### src/hdl/printable_run_scanner_top_macros.svh
// ---------------------------------------------------------------------------
// Printable run scanner assertion macros
// Shared assertion forms for the scanner modules.
// ---------------------------------------------------------------------------
`ifndef PRINTABLE_RUN_SCANNER_TOP_MACROS_SVH
`define PRINTABLE_RUN_SCANNER_TOP_MACROS_SVH

// The consequent must hold in the same cycle as the antecedent.
`define PRS_ASSERT_NOW(lbl, clk, rst_n, ante, cons, msg) \
    lbl: assert property (@(posedge clk) disable iff (!(rst_n)) (ante) |-> (cons)) \
        else $error(msg);

// The consequent must hold in the cycle after the antecedent.
`define PRS_ASSERT_NEXT(lbl, clk, rst_n, ante, cons, msg) \
    lbl: assert property (@(posedge clk) disable iff (!(rst_n)) (ante) |=> (cons)) \
        else $error(msg);

`endif

### src/hdl/prs_pkg.sv
// ---------------------------------------------------------------------------
// Printable run scanner package
// Register indexes, reset values, configuration type and byte class helper.
// ---------------------------------------------------------------------------
package prs_pkg;

    localparam int CFG_INDEX_W = 2;
    localparam int CFG_DATA_W  = 48;
    localparam int MIN_LEN_W   = 16;
    localparam int LIMIT_W     = 48;

    localparam logic [CFG_INDEX_W-1:0] REG_MIN_LENGTH   = 2'd0;
    localparam logic [CFG_INDEX_W-1:0] REG_SEARCH_ASCII = 2'd1;
    localparam logic [CFG_INDEX_W-1:0] REG_SEARCH_WIDE  = 2'd2;
    localparam logic [CFG_INDEX_W-1:0] REG_SCAN_LIMIT   = 2'd3;

    localparam logic [MIN_LEN_W-1:0] MIN_LENGTH_RESET = 16'd5;

    localparam logic [7:0] PRINT_LOW  = 8'h20;
    localparam logic [7:0] PRINT_HIGH = 8'h7E;
    localparam logic [7:0] ZERO_BYTE  = 8'h00;

    // Result queue: one transfer may produce up to two results.
    localparam int RES_DEPTH = 4;
    localparam int PTR_W     = 2;
    localparam int COUNT_W   = 3;
    localparam int PUSH_W    = 2;

    typedef struct packed {
        logic [MIN_LEN_W-1:0] min_length;
        logic                 search_ascii;
        logic                 search_wide;
        logic [LIMIT_W-1:0]   scan_limit;
    } t_cfg;

    function automatic logic f_printable(input logic [7:0] b);
        return (b >= PRINT_LOW) && (b <= PRINT_HIGH);
    endfunction

endpackage

### src/hdl/prs_cfg.sv
// ---------------------------------------------------------------------------
// Printable run scanner configuration registers
// Holds the four run-time settings written through the plain write port.
// ---------------------------------------------------------------------------
module prs_cfg (
    input  logic                                 i_clk,
    input  logic                                 i_rst_n,
    input  logic                                 i_cfg_we,
    input  logic [prs_pkg::CFG_INDEX_W-1:0]      i_cfg_index,
    input  logic [prs_pkg::CFG_DATA_W-1:0]       i_cfg_data,
    output prs_pkg::t_cfg                        o_cfg
);

    prs_pkg::t_cfg r_cfg;
    prs_pkg::t_cfg n_cfg;

    always_comb begin
        n_cfg = r_cfg;
        if (i_cfg_we) begin
            case (i_cfg_index)
                prs_pkg::REG_MIN_LENGTH: begin
                    n_cfg.min_length = i_cfg_data[prs_pkg::MIN_LEN_W-1:0];
                end
                prs_pkg::REG_SEARCH_ASCII: begin
                    n_cfg.search_ascii = i_cfg_data[0];
                end
                prs_pkg::REG_SEARCH_WIDE: begin
                    n_cfg.search_wide = i_cfg_data[0];
                end
                prs_pkg::REG_SCAN_LIMIT: begin
                    n_cfg.scan_limit = i_cfg_data[prs_pkg::LIMIT_W-1:0];
                end
                default: begin
                    n_cfg = r_cfg;
                end
            endcase
        end
    end

    always_ff @(posedge i_clk) begin
        if (!i_rst_n) begin
            r_cfg.min_length   <= prs_pkg::MIN_LENGTH_RESET;
            r_cfg.search_ascii <= 1'b1;
            r_cfg.search_wide  <= 1'b1;
            r_cfg.scan_limit   <= '0;
        end else begin
            r_cfg <= n_cfg;
        end
    end

    assign o_cfg = r_cfg;

endmodule

### src/hdl/prs_core.sv
// ---------------------------------------------------------------------------
// Printable run scanner core
// Input register, run state and the combinational judging of one byte.
// ---------------------------------------------------------------------------
`include "printable_run_scanner_top_macros.svh"

module prs_core #(
    parameter int OFFSET_WIDTH = 48,
    parameter int LENGTH_WIDTH = 16,
    parameter int RES_W        = OFFSET_WIDTH + LENGTH_WIDTH + 2
) (
    input  logic                          i_clk,
    input  logic                          i_rst_n,
    input  logic                          i_take,
    input  logic [7:0]                    i_data_byte,
    input  logic                          i_end_of_stream,
    input  prs_pkg::t_cfg                 i_cfg,
    output logic                          o_stage_valid,
    output logic [prs_pkg::PUSH_W-1:0]    o_push_count,
    output logic [RES_W-1:0]              o_result0,
    output logic [RES_W-1:0]              o_result1
);

    typedef struct packed {
        logic                    wide_open;
        logic                    ascii_open;
        logic [OFFSET_WIDTH-1:0] run_start;
        logic [LENGTH_WIDTH-1:0] run_count;
    } t_run;

    typedef struct packed {
        t_run                    run;
        logic                    consumed;
        logic                    rep;
        logic                    rep_wide;
        logic [OFFSET_WIDTH-1:0] rep_start;
        logic [LENGTH_WIDTH-1:0] rep_count;
    } t_judge;

    function automatic logic f_meets(input logic [LENGTH_WIDTH-1:0] cnt,
                                     input logic [prs_pkg::MIN_LEN_W-1:0] min_len);
        return 32'(cnt) >= 32'(min_len);
    endfunction

    function automatic logic [LENGTH_WIDTH-1:0] f_bump(input logic [LENGTH_WIDTH-1:0] cnt);
        return (cnt == {LENGTH_WIDTH{1'b1}}) ? cnt : cnt + LENGTH_WIDTH'(1);
    endfunction

    function automatic t_judge f_judge(input t_run s, input logic [7:0] cur,
                                       input logic has_next, input logic [7:0] nxt,
                                       input logic [OFFSET_WIDTH-1:0] pos,
                                       input prs_pkg::t_cfg cfg);
        t_judge j;
        j           = '0;
        j.run       = s;
        j.rep_start = s.run_start;
        j.rep_count = s.run_count;
        if (cfg.search_wide && !j.run.ascii_open) begin
            if (cur == prs_pkg::ZERO_BYTE && has_next && prs_pkg::f_printable(nxt)) begin
                if (!j.run.wide_open) begin
                    j.run.wide_open = 1'b1;
                    j.run.run_start = pos;
                    j.run.run_count = '0;
                end
                j.run.run_count = f_bump(j.run.run_count);
                j.consumed      = 1'b1;
            end else if (j.run.wide_open) begin
                j.rep           = f_meets(s.run_count, cfg.min_length);
                j.rep_wide      = 1'b1;
                j.run.wide_open = 1'b0;
            end
        end
        if (!j.consumed && cfg.search_ascii && !j.run.wide_open) begin
            if (prs_pkg::f_printable(cur)) begin
                if (!j.run.ascii_open) begin
                    j.run.ascii_open = 1'b1;
                    j.run.run_start  = pos;
                    j.run.run_count  = '0;
                end
                j.run.run_count = f_bump(j.run.run_count);
            end else if (j.run.ascii_open) begin
                j.rep            = f_meets(s.run_count, cfg.min_length);
                j.rep_wide       = 1'b0;
                j.run.ascii_open = 1'b0;
            end
        end
        return j;
    endfunction

    function automatic logic [RES_W-1:0] f_pack(input logic [OFFSET_WIDTH-1:0] start,
                                                input logic [LENGTH_WIDTH-1:0] cnt,
                                                input logic wide, input logic last);
        return {start, cnt, wide, last};
    endfunction

    logic                    r_stg_valid;
    logic [7:0]              r_stg_byte;
    logic                    r_stg_eos;
    t_run                    r_run;
    t_run                    n_run;
    logic [7:0]              r_held_byte;
    logic [7:0]              n_held_byte;
    logic                    r_held_valid;
    logic                    n_held_valid;
    logic [OFFSET_WIDTH-1:0] r_pos;
    logic [OFFSET_WIDTH-1:0] n_pos;
    logic                    r_limit_reached;
    logic                    n_limit_reached;

    always_comb begin : p_step
        t_run                    v_run;
        t_judge                  v_j1;
        t_judge                  v_j2;
        logic                    v_held_valid;
        logic [7:0]              v_held_byte;
        logic [OFFSET_WIDTH-1:0] v_pos_next;
        logic [OFFSET_WIDTH-1:0] v_limit;
        logic                    v_hit;
        logic                    v_fl;
        logic                    v_fl_wide;
        logic [OFFSET_WIDTH-1:0] v_fl_start;
        logic [LENGTH_WIDTH-1:0] v_fl_count;

        v_run           = r_run;
        v_j1            = '0;
        v_j2            = '0;
        v_held_valid    = r_held_valid;
        v_held_byte     = r_held_byte;
        v_pos_next      = r_pos + OFFSET_WIDTH'(1);
        v_limit         = OFFSET_WIDTH'(i_cfg.scan_limit);
        v_hit           = 1'b0;
        v_fl            = 1'b0;
        v_fl_wide       = 1'b0;
        v_fl_start      = r_run.run_start;
        v_fl_count      = r_run.run_count;
        n_run           = r_run;
        n_held_byte     = r_held_byte;
        n_held_valid    = r_held_valid;
        n_pos           = r_pos;
        n_limit_reached = r_limit_reached;
        o_push_count    = '0;
        o_result0       = '0;
        o_result1       = '0;

        if (r_stg_valid) begin
            if (r_limit_reached) begin
                if (r_stg_eos) begin
                    n_limit_reached = 1'b0;
                end
            end else begin
                if (r_held_valid) begin
                    v_j1  = f_judge(v_run, r_held_byte, 1'b1, r_stg_byte,
                                    r_pos - OFFSET_WIDTH'(1), i_cfg);
                    v_run = v_j1.run;
                end
                if (v_j1.consumed) begin
                    v_held_valid = 1'b0;
                end else begin
                    v_held_byte  = r_stg_byte;
                    v_held_valid = 1'b1;
                end
                v_hit        = (v_limit != '0) && (v_pos_next == v_limit);
                n_run        = v_run;
                n_held_byte  = v_held_byte;
                n_held_valid = v_held_valid;
                n_pos        = v_pos_next;
                if (r_stg_eos || v_hit) begin
                    if (v_held_valid) begin
                        v_j2  = f_judge(v_run, v_held_byte, 1'b0, prs_pkg::ZERO_BYTE,
                                        r_pos, i_cfg);
                        v_run = v_j2.run;
                    end
                    v_fl = (v_run.wide_open || v_run.ascii_open)
                           && f_meets(v_run.run_count, i_cfg.min_length);
                    v_fl_wide    = v_run.wide_open;
                    v_fl_start   = v_run.run_start;
                    v_fl_count   = v_run.run_count;
                    n_run        = '0;
                    n_held_byte  = '0;
                    n_held_valid = 1'b0;
                    n_pos        = '0;
                    if (v_hit && !r_stg_eos) begin
                        n_limit_reached = 1'b1;
                    end
                end
            end
        end

        // At most two results leave per byte; a third candidate is dropped.
        if (v_j1.rep) begin
            if (v_j2.rep) begin
                o_result0    = f_pack(v_j1.rep_start, v_j1.rep_count, v_j1.rep_wide, 1'b0);
                o_result1    = f_pack(v_j2.rep_start, v_j2.rep_count, v_j2.rep_wide, 1'b1);
                o_push_count = 2'd2;
            end else if (v_fl) begin
                o_result0    = f_pack(v_j1.rep_start, v_j1.rep_count, v_j1.rep_wide, 1'b0);
                o_result1    = f_pack(v_fl_start, v_fl_count, v_fl_wide, 1'b1);
                o_push_count = 2'd2;
            end else begin
                o_result0    = f_pack(v_j1.rep_start, v_j1.rep_count, v_j1.rep_wide, 1'b1);
                o_push_count = 2'd1;
            end
        end else if (v_j2.rep) begin
            if (v_fl) begin
                o_result0    = f_pack(v_j2.rep_start, v_j2.rep_count, v_j2.rep_wide, 1'b0);
                o_result1    = f_pack(v_fl_start, v_fl_count, v_fl_wide, 1'b1);
                o_push_count = 2'd2;
            end else begin
                o_result0    = f_pack(v_j2.rep_start, v_j2.rep_count, v_j2.rep_wide, 1'b1);
                o_push_count = 2'd1;
            end
        end else if (v_fl) begin
            o_result0    = f_pack(v_fl_start, v_fl_count, v_fl_wide, 1'b1);
            o_push_count = 2'd1;
        end
    end

    always_ff @(posedge i_clk) begin
        if (!i_rst_n) begin
            r_stg_valid     <= 1'b0;
            r_run           <= '0;
            r_held_byte     <= '0;
            r_held_valid    <= 1'b0;
            r_pos           <= '0;
            r_limit_reached <= 1'b0;
        end else begin
            r_stg_valid     <= i_take;
            r_run           <= n_run;
            r_held_byte     <= n_held_byte;
            r_held_valid    <= n_held_valid;
            r_pos           <= n_pos;
            r_limit_reached <= n_limit_reached;
        end
    end

    always_ff @(posedge i_clk) begin
        if (i_take) begin
            r_stg_byte <= i_data_byte;
            r_stg_eos  <= i_end_of_stream;
        end
    end

    assign o_stage_valid = r_stg_valid;

    `PRS_ASSERT_NOW(a_single_run_kind, i_clk, i_rst_n, 1'b1,
                    !(r_run.wide_open && r_run.ascii_open),
                    "Wide and ASCII runs are open at the same time.")
    `PRS_ASSERT_NOW(a_limit_idle_stream, i_clk, i_rst_n, r_limit_reached,
                    !r_held_valid && !r_run.wide_open && !r_run.ascii_open && r_pos == '0,
                    "Stream state is not cleared while the scan limit holds.")
    `PRS_ASSERT_NEXT(a_eos_clears, i_clk, i_rst_n, r_stg_valid && r_stg_eos,
                     r_pos == '0 && !r_held_valid && !r_limit_reached,
                     "End of stream did not return the stream state to reset.")

endmodule

### src/hdl/prs_fifo.sv
// ---------------------------------------------------------------------------
// Printable run scanner result queue
// Four-entry queue that takes up to two results per cycle and gives one while the reader is ready.
// ---------------------------------------------------------------------------
`include "printable_run_scanner_top_macros.svh"

module prs_fifo #(
    parameter int WIDTH = 66
) (
    input  logic                            i_clk,
    input  logic                            i_rst_n,
    input  logic [prs_pkg::PUSH_W-1:0]      i_push_count,
    input  logic [WIDTH-1:0]                i_data0,
    input  logic [WIDTH-1:0]                i_data1,
    input  logic                            i_ready,
    output logic                            o_valid,
    output logic [WIDTH-1:0]                o_data,
    output logic [prs_pkg::COUNT_W-1:0]     o_count
);

    logic [WIDTH-1:0]                r_mem [prs_pkg::RES_DEPTH];
    logic [prs_pkg::PTR_W-1:0]       r_wptr;
    logic [prs_pkg::PTR_W-1:0]       n_wptr;
    logic [prs_pkg::PTR_W-1:0]       r_rptr;
    logic [prs_pkg::PTR_W-1:0]       n_rptr;
    logic [prs_pkg::COUNT_W-1:0]     r_count;
    logic [prs_pkg::COUNT_W-1:0]     n_count;
    logic                            w_pop;

    assign o_valid = (r_count != '0);
    assign o_data  = r_mem[r_rptr];
    assign o_count = r_count;
    assign w_pop   = o_valid && i_ready;

    always_comb begin
        n_wptr  = r_wptr + prs_pkg::PTR_W'(i_push_count);
        n_rptr  = r_rptr + prs_pkg::PTR_W'(w_pop);
        n_count = r_count + prs_pkg::COUNT_W'(i_push_count) - prs_pkg::COUNT_W'(w_pop);
    end

    always_ff @(posedge i_clk) begin
        if (!i_rst_n) begin
            r_wptr  <= '0;
            r_rptr  <= '0;
            r_count <= '0;
        end else begin
            r_wptr  <= n_wptr;
            r_rptr  <= n_rptr;
            r_count <= n_count;
        end
    end

    always_ff @(posedge i_clk) begin
        if (i_push_count != '0) begin
            r_mem[r_wptr] <= i_data0;
        end
        if (i_push_count == prs_pkg::PUSH_W'(2)) begin
            r_mem[r_wptr + prs_pkg::PTR_W'(1)] <= i_data1;
        end
    end

    `PRS_ASSERT_NOW(a_no_overflow, i_clk, i_rst_n, 1'b1,
                    32'(r_count) + 32'(i_push_count) - 32'(w_pop) <= prs_pkg::RES_DEPTH,
                    "Result queue overflow.")

endmodule

### src/hdl/printable_run_scanner_top.sv
// ---------------------------------------------------------------------------
// Printable run scanner
// Finds ASCII and wide printable runs in a byte stream and reports each run
// that ends and meets the minimum length with its start offset, length and kind.
// ---------------------------------------------------------------------------
//  Channel   Direction  Handshake              Payload
//  input     in         i_valid / o_ready      i_data_byte, i_end_of_stream
//  result    out        o_valid / i_ready      o_run_offset, o_run_length,
//                                              o_run_is_wide, o_last_result
//  config    in         i_cfg_we               i_cfg_index, i_cfg_data
//
// One byte can be taken in every cycle while o_ready is high; a taken byte is
// registered and judged from the stage or held byte register, and its results are registered in the queue.
// Intake pauses while the queued results, two for the byte being judged and two
// for the next byte would overfill the four-entry queue, counting a result that
// leaves in the same cycle; a byte with two results can pause intake even while
// the consumer takes a result in every cycle.
// Reset is synchronous and active low.
// ---------------------------------------------------------------------------
module printable_run_scanner_top #(
    parameter int OFFSET_WIDTH = 48,
    parameter int LENGTH_WIDTH = 16
) (
    input  logic                              i_clk,
    input  logic                              i_rst_n,
    input  logic                              i_valid,
    output logic                              o_ready,
    input  logic [7:0]                        i_data_byte,
    input  logic                              i_end_of_stream,
    output logic                              o_valid,
    input  logic                              i_ready,
    output logic [OFFSET_WIDTH-1:0]           o_run_offset,
    output logic [LENGTH_WIDTH-1:0]           o_run_length,
    output logic                              o_run_is_wide,
    output logic                              o_last_result,
    input  logic                              i_cfg_we,
    input  logic [prs_pkg::CFG_INDEX_W-1:0]   i_cfg_index,
    input  logic [prs_pkg::CFG_DATA_W-1:0]    i_cfg_data
);

    localparam int RES_W = OFFSET_WIDTH + LENGTH_WIDTH + 2;

    prs_pkg::t_cfg                  w_cfg;
    logic                           w_take;
    logic                           w_stage_valid;
    logic [prs_pkg::PUSH_W-1:0]     w_push_count;
    logic [RES_W-1:0]               w_result0;
    logic [RES_W-1:0]               w_result1;
    logic [RES_W-1:0]               w_head;
    logic [prs_pkg::COUNT_W-1:0]    w_count;
    logic [3:0]                     w_need;
    logic [3:0]                     w_room;

    // Room is kept for two results of the byte in flight and two of the new one.
    assign w_need  = 4'(w_count) + (w_stage_valid ? 4'd2 : 4'd0) + 4'd2;
    assign w_room  = 4'(prs_pkg::RES_DEPTH) + 4'(o_valid && i_ready);
    assign o_ready = (w_need <= w_room);
    assign w_take  = i_valid && o_ready;

    prs_cfg u_cfg (
        .i_clk       (i_clk),
        .i_rst_n     (i_rst_n),
        .i_cfg_we    (i_cfg_we),
        .i_cfg_index (i_cfg_index),
        .i_cfg_data  (i_cfg_data),
        .o_cfg       (w_cfg)
    );

    prs_core #(
        .OFFSET_WIDTH (OFFSET_WIDTH),
        .LENGTH_WIDTH (LENGTH_WIDTH),
        .RES_W        (RES_W)
    ) u_core (
        .i_clk           (i_clk),
        .i_rst_n         (i_rst_n),
        .i_take          (w_take),
        .i_data_byte     (i_data_byte),
        .i_end_of_stream (i_end_of_stream),
        .i_cfg           (w_cfg),
        .o_stage_valid   (w_stage_valid),
        .o_push_count    (w_push_count),
        .o_result0       (w_result0),
        .o_result1       (w_result1)
    );

    prs_fifo #(
        .WIDTH (RES_W)
    ) u_fifo (
        .i_clk        (i_clk),
        .i_rst_n      (i_rst_n),
        .i_push_count (w_push_count),
        .i_data0      (w_result0),
        .i_data1      (w_result1),
        .i_ready      (i_ready),
        .o_valid      (o_valid),
        .o_data       (w_head),
        .o_count      (w_count)
    );

    assign o_run_offset  = w_head[RES_W-1 -: OFFSET_WIDTH];
    assign o_run_length  = w_head[LENGTH_WIDTH+1 -: LENGTH_WIDTH];
    assign o_run_is_wide = w_head[1];
    assign o_last_result = w_head[0];

endmodule
### config.mk
export PLATFORM = sky130hd
export DESIGN_NAME = printable_run_scanner_top
export DESIGN_NICKNAME = d
export VERILOG_FILES = /design/src/hdl/prs_pkg.sv /design/src/hdl/prs_cfg.sv /design/src/hdl/prs_core.sv /design/src/hdl/prs_fifo.sv /design/src/hdl/printable_run_scanner_top.sv
export VERILOG_INCLUDE_DIRS = /design/src /design/src/hdl
export SDC_FILE = /design/constraint.sdc
export NUM_CORES = 1
export LEC_CHECK = 0
export BUFFER_PORTS_ARGS = -buffer_cell sky130_fd_sc_hd__buf_2
export CORE_UTILIZATION = 57
export DETAILED_ROUTE_END_ITERATION = 16
export PLACE_DENSITY = 0.75
export SLEW_MARGIN = 20
export SYNTH_ARGS = -nofsm -noshare
export SYNTH_HDL_FRONTEND = slang
export SYNTH_HIERARCHICAL = 1
export SYNTH_SLANG_ARGS = --single-unit
### constraint.sdc
create_clock -name i_clk -period 33.2 [get_ports i_clk]
set_clock_uncertainty 0.2 [all_clocks]
set_input_delay 8.3 -clock i_clk [delete_from_list [all_inputs] [get_ports i_clk]]
set_output_delay 8.3 -clock i_clk [all_outputs]
set_load 0.02 [all_outputs]
* Word level (Yosys, flattened, before mapping) *
Memory sizes are Yosys's and may differ from the RTL's. A register that Yosys moved wholly into a read port is not among the register bits.
Cells that the tools add are included.

word-level totals
  input bits = 64
  word-level logic and storage cells = 198
  output and inout port bits = 68
  memory bits (writable) = 264
  memories = 1
  register bits after elaboration = 207

memories
  name          words  width  read ports  clocked after memory_dff  wr ports  RTL line        text
  u_fifo.r_mem  4      66     1           1                         2         prs_fifo.sv:21  logic [WIDTH-1:0] r_mem [prs_pkg::RES_DEPTH];

cells by class
  $add $sub $neg = 13
  magnitude comparators = 10
  reduce and logical (&&, ||, !) cells = 32
  equal/unequal tests = 8
  bitwise operators = 1
  multiplexer cells = 115

operators with widths
  kind                   count
  $mux 66                20
  $mux 65                14
  $mux 64                10
  $mux 67                7
  $mux 48                4
  $mux 16                6
  $add 16x1->16 const B  3
  $add 48x1->48 const B  1
  $eq 16x16->1 const B   3
  $eq 48x48->1           1
  $ge 16x16->1           3
  $reduce_bool 48->1     1
  $sub 48x1->48 const B  1
  $mux 1                 34
  $mux 2                 16
  $mux 8                 4
  $ge 8x6->1 const B     3
  $le 8x7->1 const B     3
  $logic_and 1x1->1      14
  $reduce_and 2->1       5
  $logic_not 8->1        1
  $eq 2x2->1 const B     3
  $logic_not 1->1        6
  $add 3x1->4 const A    1
  14 further kinds       15

* Logic depth before layout (Yosys ltp) *
Gate-level depths: netlist (run 1).

  word-level depth = 62
  mapped depth = 40
  depth with buffers taken out = 36

* Cells and area by module *
The synthesis (run 1) kept the hierarchy.

modules (own cells, without submodules)
  module                     area each (µm²)  times used  cells an instance  seq. area each (µm²)
  prs_core                   14228.6          1           2063               2772.7
  prs_fifo                   13441.6          1           683                8067.7
  prs_cfg                    2598.7           1           273                1321.3
  printable_run_scanner_top  100.1            1           14                 0.0

* Worst setup path after synthesis (run 1) *
OpenSTA, ideal clock, no wires.

  path type = in2out
  start = input port i_ready
  end = output port o_ready
  stages on the path = 5
  arrival time = 9.025 ns
  data required time = 24.700 ns
  setup slack = 15.675 ns
  path buffers = 0
  cell sequence = and2_1 > ha_1 > nand2_1 > o21ai_2 > o2bb2ai_1

on the way
  longest elaborated chain between the ends = 3

RTL lines
  what               RTL line                         text
  start, declared    printable_run_scanner_top.sv:31  input logic i_ready,
  $logic_and 1x1->1  printable_run_scanner_top.sv:56  assign w_room = 4'(prs_pkg::RES_DEPTH) + 4'(o_valid && i_ready);
  $add 3x1->4        printable_run_scanner_top.sv:56
  $le 4x4->1         printable_run_scanner_top.sv:57  assign o_ready = (w_need <= w_room);
  end, declared      printable_run_scanner_top.sv:27  output logic o_ready,

Every way passes these cells.

* Worst setup path in the final report (run 1) *
Same ends and word-level chain as after synthesis.

==> impl_results.md, run 1 <==
* Sw Ratio at 32.7%
* CP Depth at 7
* Worst-skew pair later-pin latency at 0.61 ns
* Crit Path Class: in2out
* CTS max path bufs at 3
* Post-synth top cells: nand2_1, edfxtp_1, nor2_1, dfxtp_1, a21oi_1
* CP most frequent cell: buf_2
* Setup_tns at 0 ns
* Final Net Count at 3122
* Syn_area_per_cell at 10.0 µm²
* Vias at 25200
* Fmax at 56.3 MHz
* Final Critical Period at 17.77 ns
* Core footprint at 0.0526 mm²
* Synthesized area at 0.0304 mm²
* Placed Area at 0.0310 mm²
* WL/cell at 25.2 µm
* RSZ-0062 raised after global routing: no
* Seq pwr share at 40.4%
* DR pass1 iterations at 6
* Crit path from: i_ready
* CP endpoint kind: output pin
* Detailed Place HPWL at 61.6 mm
* End of the worst register-to-register path: u_fifo/r_mem[1][31]
* Status: finished clean
* Slew headroom at 25.5%
* Final setup vio count at 0
* Number of synthesized register bits at 471
* Synth warn at 6
* Crit path buffers/inverters at 2
* Maximum number of pins on one net before global-route repair at 94
* Global Route Usage Sum at 34.3%
* Root Driver: clkbuf_16
* Worst VDD drop at 0.0000510 V
* Post-synth ARST share at 0%
* Number of antenna diodes at 0
* Final Hold Fails at 0
* Clock Power Share at 35.5%
* Final Cell Area at 0.0327 mm²
* Area contributors post-synth: edfxtp_1, dfxtp_1, mux2_2
* CTS clk-pin slew, worst paths at 0.05 ns
* CTS Hold Bufs at 0
* Chip width at 233 µm
* Buffers added on ports at 131
* Most common cell in the synthesized netlist: nand2_1
* Starting Density at 57.8%
* Share of cells above drive strength 1 at 20.4%
* Antenna-violating nets left at 0
* Top FF cell, synth: edfxtp_1
* H-tree depth at 2
* Pint at 1.09 mW
* Sink Count at 471
* Routability Congestion at 0.944
* NetSw at 532 µW
* IO Count at 132
* Reg2reg setup slack at 21.82 ns
* Drt first-iter violations at 3116
* First-pass GRT wire length at 144 mm
* Gate power share at 24.2%
* Synth cell types at 97
* Die area at 0.0542 mm²
* Core Util, Final at 62.3%
* Worst path required time at 24.70 ns
* Slowest CP cell: ha_1
* CTS tree: yes
* Slew Viols, Final at 0
* Post-cts resize count at 0
* Hold WC Path Type: reg2reg
* Yosys top cell by area: edfxtp_1
* Row count at 84
* Power Total at 1.63 mW
* Dpl ws at 15.43 ns
* Max cap viols at 0
* Post-synthesis cell count at 3033
* TritonCTS Buffers at 50
* Final period utilization at 53.5%
* Setup crit end: o_ready
* Crit path max-delay family: buffers and inverters
* Synth top area share at 27.0%
* Leak pwr at 12.4 nW
* Post-synthesis sequential area ratio at 40.0%
* Postcts setup bufs at 0
* Crit-path cells: buf_2 -> and2_1 -> ha_1 -> nand2_1 -> o21ai_2 -> o2bb2ai_1 -> buf_2
* Worst reg2reg path startpoint: u_core/r_run[0]
* R2r worst-path depth at 34
* Total routed wirelength at 94.0 mm
* Startpoint Class: input port
* Worst setup margin at 15.43 ns
* Post-route DRC at 0
* WP data arrival at 9.27 ns
* CP peak stage delay at 0.28 ns
* Initial antenna violation count at 1
* Overflow after GRT at 0
* Number of flops mapped to enable cells by yosys at 273
* Pwr dens at 49.7 mW/mm²
* Vias per Instance at 6.77
* Crit-path max FO at 4
* Vias in the first global route at 24300
* Worst-Margin Slew at 1.11 ns
* Synth-to-layout area growth at 7.75%
* Die height at 233 µm
-- cell usage in the layout, fill, tap and decap left out, types with 12 or more instances in the layout --
cell type / instances
or3_1: 37
and3_1: 22
clkinv_2: 13
mux2_1: 40
buf_4: 49
nor3_1: 48
a21oi_1: 174
xnor2_1: 64
nor4_1: 48
mux2_4: 69
nand3b_1: 12
a221oi_1: 30
nor2_1: 205
a21o_1: 20
conb_1: 13
clkbuf_16: 53
nor2b_1: 25
a211oi_1: 16
buf_2: 130
a221oi_2: 19
mux2i_1: 81
dfxtp_1: 196
a22o_1: 44
and2_1: 26
ha_1: 62
or4_1: 19
nand3_1: 121
o21ai_0: 123
a22oi_1: 21
xor2_1: 45
mux4_2: 66
inv_1: 60
a31oi_1: 28
nand4_1: 49
nand2_1: 328
mux2_2: 158
nand2b_1: 13
and4_1: 16
o211ai_1: 12
edfxtp_1: 273
-- logic make-up after synthesis --
logic type,share of synthesized area [%]
DFF,40.0
and+or+nand+nor,17.0
other,0.0123
xor gates and xnor gates,3.29
muxes,18.3
buffers and inverters,5.45
AOI/OAI and AO/OA,13.2
adders and majority gates,2.65
-- state kept, by name, indices dropped and copies added (netlist names) --
register                flops
u_core/r_held_valid         1
u_core/r_stg_byte           8
u_fifo/r_mem              264
u_core/r_run               66
u_fifo/r_wptr               2
u_fifo/r_rptr               2
u_core/r_limit_reached      1
u_fifo/o_count              3
u_core/r_held_byte          8
u_cfg/o_cfg                66
u_core/o_stage_valid        1
u_core/r_stg_eos            1
u_core/r_pos               48
-- worst register-to-register path, delay by kind of cell (launching register included) --
family | cells | cell delay, ns
DFF | 1 | 0.62
AOI/OAI and AO/OA | 8 | 2.21
xor gates and xnor gates | 2 | 0.53
adders and majority gates | 4 | 1.10
muxes | 1 | 0.47
and+or+nand+nor | 14 | 4.52
buffers and inverters | 5 | 1.43
-- power groups by stage --
stage	clock network, mW	registers (mW)	logic (mW)
floorplan	0	0.650	0.282
global placement	0	0.668	0.380
detailed placement	0	0.668	0.385
CTS	0.584	0.656	0.386
global route	0.604	0.659	0.422
finish	0.577	0.656	0.393
-- layout make-up --
type | count | area [µm²]
Sequential cell | 471 | 12200
Clock buffer | 67 | 1420
Fill cell | 4288 | 19800
Timing Repair Buffer | 179 | 1020
Tap cell | 688 | 861
Clock inverter | 26 | 265
Multi-Input combinational cell | 2230 | 16800
Inverter | 63 | 238
-- per-stage QoR --
step                hold WS (ns)  instances
CTS                        0.260       3724
global route               0.286       3724
global placement           0.246       3631
finish                     0.261       3724
detailed placement         0.252       3631
floorplan                  0.235       3045
-- worst min path at each step --
| stage | startpoint | endpoint | slack, ns | cells after the start |
|---|---|---|---|---|
| finish | u_cfg/o_cfg[58] | u_cfg/o_cfg[58] | 0.26 | 2 |
| global route | u_core/r_run[30] | u_core/r_run[30] | 0.29 | 2 |
| CTS | u_cfg/o_cfg[65] | u_cfg/o_cfg[65] | 0.26 | 2 |
| detailed placement | u_cfg/o_cfg[64] | u_cfg/o_cfg[64] | 0.25 | 2 |
| global placement | u_cfg/o_cfg[59] | u_cfg/o_cfg[59] | 0.25 | 2 |
| floorplan | u_cfg/o_cfg[51] | u_cfg/o_cfg[51] | 0.23 | 2 |
-- per-layer routing --
layer  vias to the layer above  track usage, %  part of all wire, %
met5                         -               0                0.035
met4                         4            9.19                  2.0
met3                       162            7.00                   11
met2                      1506            51.9                   44
met1                     12300            49.7                   43
li1                      11200               -                    -
(Power assumes the default switching activity.)
==> run 2, diff against run 1 <==
- clock period: 33.2 -> 16.5 ns (I/O delays scaled with it)
==> impl_results.md, run 2 (same netlist as run 1, synthesis figures left out) <==
* Final Hold Fails at 0
* Routability Congestion at 0.953
* Status: finished clean
* Vias in the first global route at 23900
* CTS max path bufs at 3
* Leak pwr at 12.4 nW
* Sink Count at 471
* First-pass GRT wire length at 145 mm
* TritonCTS Buffers at 50
* Hold path depth at 2
* CTS clk-pin slew, worst paths at 0.06 ns
* Post-cts resize count at 0
* Hold EP: u_cfg/o_cfg[53]
* Worst-skew pair later-pin latency at 0.62 ns
* H-tree depth at 2
* DR pass1 iterations at 7
* Total routed wirelength at 95.3 mm
* Global Route Usage Sum at 34.7%
* Commonest cells after routing, fill and taps aside: nand2_1, edfxtp_1, nor2_1
* CTS tree: yes
* Synth-to-layout area growth at 7.74%
* Post-route DRC at 0
* RSZ-0062 raised after global routing: no
* Fmax at 90.4 MHz
* Startpoint Class: register
* Die height at 233 µm
* Slew headroom at 23.5%
* Worst VDD drop at 0.0000974 V
* Reg2reg setup slack at 5.44 ns
* IO Count at 132
* NetSw at 1.08 mW
* Die area at 0.0542 mm²
* Overflow after GRT at 0
* Antenna-violating nets left at 0
* Gate power share at 24.2%
* Sw Ratio at 32.7%
* Worst path required time at 16.54 ns
* Largest Register: u_fifo/r_mem
* Setup_tns at 0 ns
* WL/cell at 25.6 µm
* Final period utilization at 67.0%
* CP endpoint kind: register
* CTS Hold Bufs at 0
* Maximum number of pins on one net before global-route repair at 106
* WP data arrival at 11.10 ns
* CP peak stage delay at 0.91 ns
* R2r worst-path depth at 34
* Worst setup margin at 5.44 ns
* Clock Power Share at 35.5%
* Vias per Instance at 6.80
* Pwr dens at 101 mW/mm²
* Number of antenna diodes at 0
* Final setup vio count at 0
* Dpl ws at 5.07 ns
* Row count at 84
* Buffers added on ports at 131
* Postcts setup bufs at 0
* Power Total at 3.29 mW
* Worst reg2reg path startpoint: u_core/r_run[0]
* Max FFs per register at 264
* Hold WC Path Type: reg2reg
* GR Layer Usage met1 at 50.2%
* Grt met3 use at 6.75%
* Detailed Place HPWL at 63.2 mm
* Max cap viols at 0
* Chip width at 233 µm
* Slew Viols, Final at 0
* Final Net Count at 3120
* Crit Path Class: reg2reg
* Share of cells above drive strength 1 at 20.0%
* Final-layout fill cell count at 4289
* Slowest CP cell: nor4_2
* Grt peak-use layer: met2
* GRT met2 Usage at 53.3%
* Pint at 2.21 mW
* Root Driver: clkbuf_16
* Drt first-iter violations at 2770
* Worst-Margin Slew at 1.14 ns
* Commonest non-fill, non-tap cell in the layout: nand2_1
* End of the worst register-to-register path: u_fifo/r_mem[2][49]
* Crit-path max FO at 51
* Hold WS at 0.264 ns
* Seq pwr share at 40.3%
* Starting Density at 57.8%
* Core footprint at 0.0526 mm²
* Final Critical Period at 11.06 ns
* Hold_sp: u_cfg/o_cfg[53]
* Initial antenna violation count at 2
* Vias at 25300
run 2: cell type report:
type                       instances  area [µm²]  share of cell area, %
clock inverter                    20         250                  0.765
clock buffer                      72        1440                   4.39
multi-input combinational       2230       16700                   51.2
tap                              688         861                   2.63
inverter                          63         238                  0.727
timing repair buffer             177        1020                   3.13
sequential                       471       12200                   37.2
run 2: how the worst max path moves through the flow:
stage,startpoint,endpoint,slack [ns],cells past startpoint
after global routing,u_core/r_run[0],u_fifo/r_mem[2][46],4.64,34
after global placement,u_core/r_run[0],u_fifo/r_mem[2][48],5.42,30
after floorplan,u_core/r_run[64],u_fifo/r_mem[0][0],3.90,34
final,u_core/r_run[0],u_fifo/r_mem[2][49],5.44,34
after detailed placement,u_core/r_run[0],u_fifo/r_mem[2][59],5.07,32
after CTS,u_core/r_run[0],u_fifo/r_mem[2][22],5.04,32
run 2: layer usage:
layer / vias up / wire length, µm
li1: 11300 / -
met1: 12400 / 40400
met2: 1452 / 42600
met3: 151 / 10400
met4: 2 / 1810
met5: - / 13
run 2: stage by stage:
step	util (%)	std cells	cell area, µm²
after floorplan	-	3045	30400
after global placement	59.0	3628	31000
after detailed placement	59.0	3628	31000
after CTS	62.2	3720	32700
after global routing	62.3	3721	32700
final	62.3	3721	32700
run 2: critical path, delay by kind of cell, from the launching register on:
| kind | cells | cell delay [ns] |
|---|---|---|
| simple gates | 12 | 3.71 |
| xor+xnor | 2 | 0.50 |
| buf+inv | 6 | 2.14 |
| compound gates | 10 | 2.60 |
| flops | 1 | 0.52 |
| fa+ha+maj | 4 | 0.95 |
run 2: power groups by stage:
stage	Clock (mW)	Combinational [mW]	Sequential, mW
after floorplan	0	0.568	1.31
after global placement	0	0.778	1.35
after detailed placement	0	0.779	1.35
after CTS	1.18	0.783	1.33
after global routing	1.22	0.845	1.33
final	1.17	0.795	1.33
